==> config.mk <==
export PLATFORM = sky130hd
export DESIGN_NAME = sorted_priority_queue
export DESIGN_NICKNAME = d
export VERILOG_FILES = /design/src/rtl/spq_pkg.sv /design/src/rtl/spq_cell.sv /design/src/rtl/sorted_priority_queue.sv
export SDC_FILE = /design/constraint.sdc
export NUM_CORES = 2
export LEC_CHECK = 0
export ABC_AREA = 1
export BUFFER_PORTS_ARGS = -buffer_cell sky130_fd_sc_hd__buf_2
export CORE_MARGIN = 5
export CORE_UTILIZATION = 39
export DETAILED_ROUTE_END_ITERATION = 6
export HOLD_SLACK_MARGIN = 0.06
export SLEW_MARGIN = 20
export SYNTH_ARGS = -nofsm -noshare
export SYNTH_HDL_FRONTEND = slang
export SYNTH_SLANG_ARGS = --single-unit
==> constraint.sdc <==
create_clock -name aclk -period 5.1 [get_ports aclk]
set_input_delay 0.51 -clock aclk [delete_from_list [all_inputs] [get_ports aclk]]
set_output_delay 0.51 -clock aclk [all_outputs]
set_load 0.02 [all_outputs]
==> src/rtl/spq_pkg.sv <==
// shared types and constants of the sorted priority queue
`default_nettype none

package spq_pkg;

    localparam int QUEUE_DEPTH = 16;
    localparam int OCC_W       = $clog2(QUEUE_DEPTH + 1);
    localparam int DATA_W      = 32;
    localparam int PRIO_W      = 16;
    localparam int ACTION_W    = 2;
    localparam int STATUS_W    = 3;

    localparam logic [ACTION_W-1:0] ACT_INSERT = 2'd0;
    localparam logic [ACTION_W-1:0] ACT_DELETE = 2'd1;
    localparam logic [ACTION_W-1:0] ACT_LIST   = 2'd2;

    localparam logic [STATUS_W-1:0] ST_INSERTED  = 3'd0;
    localparam logic [STATUS_W-1:0] ST_DELETED   = 3'd1;
    localparam logic [STATUS_W-1:0] ST_UNDERFLOW = 3'd2;
    localparam logic [STATUS_W-1:0] ST_OVERFLOW  = 3'd3;
    localparam logic [STATUS_W-1:0] ST_LISTED    = 3'd4;
    localparam logic [STATUS_W-1:0] ST_EMPTY     = 3'd5;

    typedef struct packed {
        logic signed [PRIO_W-1:0] prio;
        logic signed [DATA_W-1:0] data;
    } entry_t;

    typedef enum logic [1:0] {
        OP_HOLD,
        OP_INSERT,
        OP_SHIFT,
        OP_ROTATE
    } cell_op_t;

    typedef struct packed {
        cell_op_t op;
        logic     valid;
        logic     tail;
    } cell_ctrl_t;

endpackage

`default_nettype wire

==> src/rtl/spq_cell.sv <==
// one storage cell of the sorted chain
`default_nettype none

module spq_cell (
    input  wire logic               aclk,
    input  wire spq_pkg::cell_ctrl_t ctrl,
    input  wire spq_pkg::entry_t    new_entry,
    input  wire spq_pkg::entry_t    head_entry,
    input  wire spq_pkg::entry_t    left_entry,
    input  wire logic               left_le,
    input  wire spq_pkg::entry_t    right_entry,
    output spq_pkg::entry_t         entry,
    output logic                    le
);

    spq_pkg::entry_t entry_reg;
    spq_pkg::entry_t entry_next;

    // this cell stays ahead of the new entry
    assign le    = ctrl.valid && (entry_reg.prio <= new_entry.prio);
    assign entry = entry_reg;

    always_comb begin
        entry_next = entry_reg;
        case (ctrl.op)
            spq_pkg::OP_INSERT: begin
                if (!le) begin
                    entry_next = left_le ? new_entry : left_entry;
                end
            end
            spq_pkg::OP_SHIFT: begin
                entry_next = right_entry;
            end
            spq_pkg::OP_ROTATE: begin
                entry_next = ctrl.tail ? head_entry : right_entry;
            end
            default: begin
                entry_next = entry_reg;
            end
        endcase
    end

    always_ff @(posedge aclk) begin
        entry_reg <= entry_next;
    end

endmodule

`default_nettype wire

==> src/rtl/sorted_priority_queue.sv <==
// top level of the sorted priority queue: cell chain, occupancy and result beats
//
//   channel  | ports                                            | dir
//   ---------+--------------------------------------------------+----
//   request  | s_valid s_ready s_action s_data s_priority_req   | in
//   result   | m_valid m_ready m_status m_out_data              | out
//            | m_out_priority m_last                            |
//
// insert and delete update the chain as their request beat is taken; the result
// beat is registered and the next request beat is taken no earlier than the cycle
// that result leaves; a listing of n entries gives n beats after its request beat,
// rotating the chain once round so it is left as it was; requests wait
// stalls on m_ready hold the result register and stop request beats
// reset (aresetn low at a clock edge) empties the queue and drops any result
`default_nettype none

module sorted_priority_queue (
    input  wire logic                                aclk,
    input  wire logic                                aresetn,
    input  wire logic                                s_valid,
    output logic                                     s_ready,
    input  wire logic [spq_pkg::ACTION_W-1:0]        s_action,
    input  wire logic signed [spq_pkg::DATA_W-1:0]   s_data,
    input  wire logic signed [spq_pkg::PRIO_W-1:0]   s_priority_req,
    output logic                                     m_valid,
    input  wire logic                                m_ready,
    output logic [spq_pkg::STATUS_W-1:0]             m_status,
    output logic signed [spq_pkg::DATA_W-1:0]        m_out_data,
    output logic signed [spq_pkg::PRIO_W-1:0]        m_out_priority,
    output logic                                     m_last
);

    typedef enum logic {
        ST_IDLE,
        ST_LIST
    } state_t;

    state_t state_reg;

    logic [spq_pkg::OCC_W-1:0]       occ_reg;
    logic [spq_pkg::OCC_W-1:0]       list_cnt_reg;
    logic                            m_valid_reg;
    logic [spq_pkg::STATUS_W-1:0]    m_status_reg;
    logic signed [spq_pkg::DATA_W-1:0] m_data_reg;
    logic signed [spq_pkg::PRIO_W-1:0] m_prio_reg;
    logic                            m_last_reg;

    logic                            m_valid_next;
    logic [spq_pkg::STATUS_W-1:0]    m_status_next;
    logic signed [spq_pkg::DATA_W-1:0] m_data_next;
    logic signed [spq_pkg::PRIO_W-1:0] m_prio_next;
    logic                            m_last_next;

    logic out_free;
    logic s_fire;
    logic full;
    logic empty;
    logic list_emit;
    logic list_last;
    spq_pkg::cell_op_t op;

    spq_pkg::entry_t new_entry;
    spq_pkg::entry_t head_entry;
    spq_pkg::entry_t cell_entry [spq_pkg::QUEUE_DEPTH];
    logic            cell_le    [spq_pkg::QUEUE_DEPTH];

    // result register is free when empty or being drained this cycle
    assign out_free  = !m_valid_reg || m_ready;
    assign s_ready   = (state_reg == ST_IDLE) && out_free;
    assign s_fire    = s_valid && s_ready;
    assign full      = (occ_reg == spq_pkg::OCC_W'(spq_pkg::QUEUE_DEPTH));
    assign empty     = (occ_reg == '0);
    assign list_emit = (state_reg == ST_LIST) && out_free;
    assign list_last = ((list_cnt_reg + spq_pkg::OCC_W'(1)) == occ_reg);

    assign new_entry.prio = s_priority_req;
    assign new_entry.data = s_data;
    assign head_entry     = cell_entry[0];

    // one chain operation per cycle, shared by every cell
    always_comb begin
        op = spq_pkg::OP_HOLD;
        if (s_fire && (s_action == spq_pkg::ACT_INSERT) && !full) begin
            op = spq_pkg::OP_INSERT;
        end else if (s_fire && (s_action == spq_pkg::ACT_DELETE) && !empty) begin
            op = spq_pkg::OP_SHIFT;
        end else if (list_emit) begin
            op = spq_pkg::OP_ROTATE;
        end
    end

    // the chain: head at cell 0, each cell sees its two neighbours
    for (genvar i = 0; i < spq_pkg::QUEUE_DEPTH; i++) begin : g_cell
        spq_pkg::cell_ctrl_t ctrl;
        spq_pkg::entry_t     left_entry;
        spq_pkg::entry_t     right_entry;
        logic                left_le;

        assign ctrl.op    = op;
        assign ctrl.valid = (occ_reg > spq_pkg::OCC_W'(i));
        assign ctrl.tail  = (occ_reg == spq_pkg::OCC_W'(i + 1));

        if (i == 0) begin : g_first
            // nothing ahead of the head, so it takes the new entry on a miss
            assign left_entry = new_entry;
            assign left_le    = 1'b1;
        end else begin : g_inner
            assign left_entry = cell_entry[i-1];
            assign left_le    = cell_le[i-1];
        end

        if (i == spq_pkg::QUEUE_DEPTH - 1) begin : g_end
            // past the end: only ever lands in an empty cell
            assign right_entry = cell_entry[i];
        end else begin : g_mid
            assign right_entry = cell_entry[i+1];
        end

        spq_cell u_cell (
            .aclk        (aclk),
            .ctrl        (ctrl),
            .new_entry   (new_entry),
            .head_entry  (head_entry),
            .left_entry  (left_entry),
            .left_le     (left_le),
            .right_entry (right_entry),
            .entry       (cell_entry[i]),
            .le          (cell_le[i])
        );
    end

    // next result beat: a request beat or a listing step loads it,
    // otherwise it clears once taken
    always_comb begin
        m_valid_next  = m_valid_reg && !m_ready;
        m_status_next = m_status_reg;
        m_data_next   = m_data_reg;
        m_prio_next   = m_prio_reg;
        m_last_next   = m_last_reg;
        if (s_fire) begin
            m_data_next = '0;
            m_prio_next = '0;
            m_last_next = 1'b1;
            case (s_action)
                spq_pkg::ACT_INSERT: begin
                    m_valid_next  = 1'b1;
                    m_status_next = full ? spq_pkg::ST_OVERFLOW : spq_pkg::ST_INSERTED;
                end
                spq_pkg::ACT_DELETE: begin
                    m_valid_next = 1'b1;
                    if (empty) begin
                        m_status_next = spq_pkg::ST_UNDERFLOW;
                    end else begin
                        m_status_next = spq_pkg::ST_DELETED;
                        m_data_next   = head_entry.data;
                        m_prio_next   = head_entry.prio;
                    end
                end
                spq_pkg::ACT_LIST: begin
                    if (empty) begin
                        m_valid_next  = 1'b1;
                        m_status_next = spq_pkg::ST_EMPTY;
                    end
                end
                default: begin
                    // meaningless action: taken, no beat
                end
            endcase
        end else if (list_emit) begin
            m_valid_next  = 1'b1;
            m_status_next = spq_pkg::ST_LISTED;
            m_data_next   = head_entry.data;
            m_prio_next   = head_entry.prio;
            m_last_next   = list_last;
        end
    end

    // control state, occupancy and the result register
    always_ff @(posedge aclk) begin
        if (!aresetn) begin
            state_reg    <= ST_IDLE;
            occ_reg      <= '0;
            list_cnt_reg <= '0;
            m_valid_reg  <= 1'b0;
        end else begin
            m_valid_reg  <= m_valid_next;
            m_status_reg <= m_status_next;
            m_data_reg   <= m_data_next;
            m_prio_reg   <= m_prio_next;
            m_last_reg   <= m_last_next;
            case (state_reg)
                ST_IDLE: begin
                    if (s_fire) begin
                        case (s_action)
                            spq_pkg::ACT_INSERT: begin
                                if (!full) begin
                                    occ_reg <= occ_reg + spq_pkg::OCC_W'(1);
                                end
                            end
                            spq_pkg::ACT_DELETE: begin
                                if (!empty) begin
                                    occ_reg <= occ_reg - spq_pkg::OCC_W'(1);
                                end
                            end
                            spq_pkg::ACT_LIST: begin
                                if (!empty) begin
                                    state_reg    <= ST_LIST;
                                    list_cnt_reg <= '0;
                                end
                            end
                            default: begin
                                // meaningless action: queue untouched
                            end
                        endcase
                    end
                end
                ST_LIST: begin
                    if (list_emit) begin
                        list_cnt_reg <= list_cnt_reg + spq_pkg::OCC_W'(1);
                        if (list_last) begin
                            state_reg <= ST_IDLE;
                        end
                    end
                end
                default: begin
                    state_reg <= ST_IDLE;
                end
            endcase
        end
    end

    assign m_valid        = m_valid_reg;
    assign m_status       = m_status_reg;
    assign m_out_data     = m_data_reg;
    assign m_out_priority = m_prio_reg;
    assign m_last         = m_last_reg;

endmodule

`default_nettype wire
# Word-level counts from Yosys, hierarchy flattened
# Cells that the tools add are included.
[classes]
add_sub_neg = 3
magnitude_cmp = 32
eq_ne = 48
muxes = 99
bitwise_logic = 1
n_reduce_logical = 56
[ops]
columns = ["op", "count"]
rows = [
  ["two-way mux 48 bit", 47],
  ["case mux 48 bit (3 select lines)", 15],
  ["less-or-equal comparator 16 bit", 16],
  ["two-way mux 32 bit", 4],
  ["case mux 48 bit (2 select lines)", 1],
  ["two-way mux 16 bit", 4],
  ["inequality test 2 bit (second input constant)", 22],
  ["== test 5 x 4 -> 1 bit (second input constant)", 8],
  ["> comparator 5 x 4 -> 1 bit (second input constant)", 8],
  ["two-way mux 5 bit", 6],
  ["AND reduction 2 bit", 15],
  ["logical AND 1 bit", 24],
  ["== test 5 x 3 -> 1 bit (second input constant)", 4],
  ["> comparator 5 x 3 -> 1 bit (second input constant)", 4],
  ["case mux 5 bit (2 select lines)", 2],
  ["adder 5 x 1 -> 5 bit (second input constant)", 2],
  ["== test 5 x 2 -> 1 bit (second input constant)", 2],
  ["> comparator 5 x 1 -> 1 bit (second input constant)", 2],
  ["> comparator 5 x 2 -> 1 bit (second input constant)", 2],
  ["two-way mux 2 bit", 5],
  ["two-way mux 1 bit", 9],
  ["two-way mux 3 bit", 3],
  ["case mux 3 bit (3 select lines)", 1],
  ["AND reduction 4 bit", 2],
  ["20 further kinds", 31],
]
[word_totals]
reg_bits = 832
out_inout_bits = 54
wordCells = 279

# Logic depth before layout (Yosys ltp)
[depth]
depth_word = 11
depth_mapped = 20
mapped_depth_nobuf = 18

# Hierarchy
# Synthesis repeated with hierarchy kept, for this count alone.
[hier_totals]
cells_unflattened = 7807
area_unflattened_um2 = 59996.3
[modules_own_cells]
columns = ["module", "instances", "cells_each", "area_per_inst_um2"]
rows = [
  ["spq_cell (g_cell[1].u_cell ...)", 8, 460, 3525.9],
  ["spq_cell (g_cell[0].u_cell ...)", 7, 469, 3562.2],
  ["spq_cell (g_cell[9].u_cell)", 1, 460, 3552.2],
  ["sorted_priority_queue", 1, 384, 3301.9],
]

# Worst setup path before layout
# No wires, ideal clock.
[synth_timing]
path_type = "reg-to-reg"
from = "register m_valid_reg, in the netlist m_valid"
to = "register g_cell[0].u_cell.entry_reg, in the netlist g_cell[0].u_cell.entry[0], enable pin"
arrival_ps = 5043
t_required_ps = 4580
path_slack_ps = -463
path_stages_with_launch = 10
n_path_buf = 3
synth_period_minus_slack_ps = 5563
cell_sequence = "dfxtp_1 > inv_1 > nor2_4 > nor2_2 > inv_2 > buf_2 > buf_2 > buf_1 > nor3_1 > o21ai_0"
[synth_between]
elab_chain_cells = 11
[synth_rtl]
columns = ["element", "line_no", "text"]
rows = [
  ["start: declaration", "sorted_priority_queue.sv:42", "logic m_valid_reg;"],
  ["start signal: assignment", "sorted_priority_queue.sv:186", "m_valid_reg <= m_valid_next;"],
  ["logical NOT 1 bit (*)", "sorted_priority_queue.sv:68", "assign out_free = !m_valid_reg || m_ready;"],
  ["logical OR 1 bit (*)", "sorted_priority_queue.sv:68", ""],
  ["logical AND 1 bit", "sorted_priority_queue.sv:69", "assign s_ready = (state_reg == ST_IDLE) && out_free;"],
  ["logical AND 1 bit", "sorted_priority_queue.sv:70", "assign s_fire = s_valid && s_ready;"],
  ["logical AND 1 bit (2 in a row)", "sorted_priority_queue.sv:85", "end else if (s_fire && (s_action == spq_pkg::ACT_DELETE) && !empty) begin"],
  ["two-way mux 2 bit", "sorted_priority_queue.sv:85", ""],
  ["two-way mux 2 bit (*)", "sorted_priority_queue.sv:83", "if (s_fire && (s_action == spq_pkg::ACT_INSERT) && !full) begin"],
  ["== test 2 bit (tied with other cells)", "spq_cell.sv:25", "case (ctrl.op)"],
  ["inequality test 2 bit (no line) / nonzero test 3 bit (equally long branches)", "-", ""],
  ["AND reduction 3 bit (no line) (*)", "-", ""],
  ["end signal: assignment", "spq_cell.sv:44", "entry_reg <= entry_next;"],
  ["end: declaration", "spq_cell.sv:16", "spq_pkg::entry_t entry_reg;"],
]
# Mark *: on every way between the ends. The rest lies on a longest branch, timed or not.
# A chain may end at the register's enable or synchronous reset.

==> out/results.ini <==
[cells_and_area]
final_cell_mix=nand2_1 (1865), nand3_1 (1489), inv_1 (1059)
largest_reg_flops=768
fillers=14540
layout.cells.non_filler=9195
drive_gt1_frac=0.07434
layout_commonest_cell=nand2_1
syn_to_final_growth_pct=10.74
fin_nets=7523

[worst_setup_path]
r2r-start=occ_reg[0]
cp_data_arrival_time_ns=4.51
crit_type=in -> reg
end_kind=flop
crit_end=g_cell[12].u_cell.entry[33]
crit_chain=dlygate4sd3_1, buf_2, inv_1, buf_4, ha_1, nand2_1, nor2_1, o21ai_0, nand3_1, nand2_1, nand3_1, nand2_1, nand2_2, nand2_2, buf_4, nand2_1, nand3_1, nand2_1
cpPeakStageDelay_ns=0.65
r2r_slack_ns=1.27
critPathLaunch=s_priority_req[6]
crit_top_cell=nand2_1
critical_path_required_ns=5.59
cp_max_fo=48
reg2reg_to=g_cell[6].u_cell.entry[15]
cp-start-kind=primary input
reg2regPathDepth=13
crit_slowest_cell=buf_4

[yosys]
syn-num-nets=7646
syn_area_per_cell_sq_um=7.759
ys_seq_area_frac=0.4374
synth-seq-cells=832
syn_inst=7326
syn_area_sq_mm=0.05684
synth_cell_types=43
yosysWarnings=0

[timing]
tightest_slew_ns=1.198
finalHoldViolCount=0
max_slew_margin=0.1986
period_share=0.7885
skew_ns=0.04227
slew_violations=0
finalSetupTns_ns=0
period_minus_slack_ns=4.021
max_freq_mhz=248.7
rsz0062_at_grt=false
setup_viol=0

[drt]
drt_drc_violations_left=4
drt-total-wl_mm=242.8
wire_per_inst_microns=26.41
vias=55280
ant_nets=0
drt_iter0_markers=7339
first_pass_iters=7
via_per_inst=6.011

[outcome]
status=complete, but fails checks
violations=design-rule violations

[placed_design]
place.gp.congestion=0.9745
hpwl_mm=151.4
io_buffers=107
placedCellCount=8980

[floorplan]
die_height_microns=391.8
rows=140
pin_count=108
fp.dieW_microns=391.8
initial_core_util=0.3915
core_area_sq_mm=0.1452
die_area_sq_mm=0.1535

[job]
cap_violations=0

[grt]
grt_pass1_wl_mm=354.3
first_global_vias=53100
antenna_found_initial=2
grt_usage=0.3073
grt_overflow=0
grt_max_degree=161

[clock_tree]
clk_pin_slew_worst_paths_ns=0.06
tritoncts=built
insertion_delay_ns=0.75
cts_buffer_depth=3
cts.sinks=832
htree_num_levels=3
postCtsSetupRepairBufs=0
cts_buffers=101
post_cts_resized=0
root_buffer=clkbuf_16

[power_and_ir_drop]
leakagePower_nw=28.97
ir_drop_v=0.0002594
p_per_area_mw_per_mm2=364.3

[worst_hold_path]
hold_path.class=in -> reg
holdPathStages=3

==> per-stage QoR <==
step | power, mW | hold slack [ns] | area [sq um] | worst slack (ns) | utilization
after floorplan | 13.21 | 0.4512 | 56840 | 0.04614 | -
after global placement | 15.65 | 0.4620 | 59520 | 1.077 | 0.4099
after detailed placement | 15.79 | 0.4748 | 59520 | 1.049 | 0.4099
after CTS | 22.80 | 0.06080 | 62920 | 1.264 | 0.4333
after global routing | 23.85 | 0.09804 | 62950 | 1.037 | 0.4335
final | 22.93 | 0.09668 | 62950 | 1.079 | 0.4335
==> cells by family (layout without fill, tap and decap cells) <==
kind of cell	after synthesis	after routing	synth area share
compound gates	936	936	0.1094
xor+xnor	8	8	0.001233
fa+ha+maj	266	266	0.05855
buf+inv	1637	1588	0.1162
flops	832	832	0.4374
other cells	0	1	0
simple gates	3647	3647	0.2772
==> where the power goes <==
part	leakage, nW	internal, mW	switching [mW]
registers	7.70	8.73	0.427
logic	19.8	1.75	5.00
clock network	1.47	3.86	3.17
==> routing by layer <==
metal | global-route usage | share of wire | up-vias | wire length [microns]
li1 | - | - | 24460 | -
met1 | 0.3973 | 0.38 | 26470 | 93070
met3 | 0.06599 | 0.11 | 714 | 27200
met2 | 0.4881 | 0.45 | 3626 | 108300
met5 | 0 | 0 | - | 0
met4 | 0.1534 | 0.059 | 0 | 14280
==> cell usage after synthesis (all sizes together) <==
cell type,number,area share
nand2,1904,0.13
nand3,1501,0.13
inv,1072,0.071
edfxtp,820,0.43
a22oi,536,0.071
buf,282,0.027
clkbuf,282,0.019
ha,266,0.059
nor2,203,0.015
o21ai,176,0.016
a21oi,130,0.011
o22ai,66,0.0073
nor3,16,0.0018
dfxtp,12,0.0042
nor4,10,0.0011
o21a,9,0.0012
a21o,7,0.00092
nand4,7,0.00077
xor2,5,0.00077
o21bai,4,0.00053
a32oi,3,0.00046
nor3b,3,0.00040
xnor2,3,0.00046
or2,2,0.00022
a21boi,1,0.00013
a31oi,1,0.00011
and3,1,0.00011
clkinv,1,0.000066
o211a,1,0.00018
o211ai,1,0.00013
o31ai,1,0.00013
==> worst min path at each step <==
stage                             startpoint                         end
after detailed placement     list_cnt_reg[4]             list_cnt_reg[4]
final                     s_priority_req[12]  g_cell[0].u_cell.entry[44]
after global placement       list_cnt_reg[4]             list_cnt_reg[4]
after CTS                         s_data[26]  g_cell[0].u_cell.entry[26]
after global routing      s_priority_req[12]  g_cell[0].u_cell.entry[44]
after floorplan              list_cnt_reg[4]             list_cnt_reg[4]
==> repair_timing <==
item | 4_1_cts | 5_1_grt
hold endpoints to repair | 38 | 0
hold buffers | 36 | 0
setup endpoints to repair | 0 | 0
==> critical path, delay by kind of cell <==
family,cells,cell delay (ns)
buffers and inverters,5,2.36
adder cells (fa/ha/maj),1,0.27
AND/OR/NAND/NOR,11,1.23
AO/OA/AOI/OAI,1,0.11
==> final cells by class <==
type                    count  area [sq um]  area share
clock inverters            48         379.1    0.006023
well taps                1917          2399     0.03810
multi-input cells        4857         25890      0.4112
diodes                      1         2.502  0.00003975
clock buffers             129          2654     0.04216
flip-flops and latches    832         24860      0.3950
inverters                1073          4033     0.06406
repair buffers            338          2730     0.04337
(Power assumes the default switching activity.)
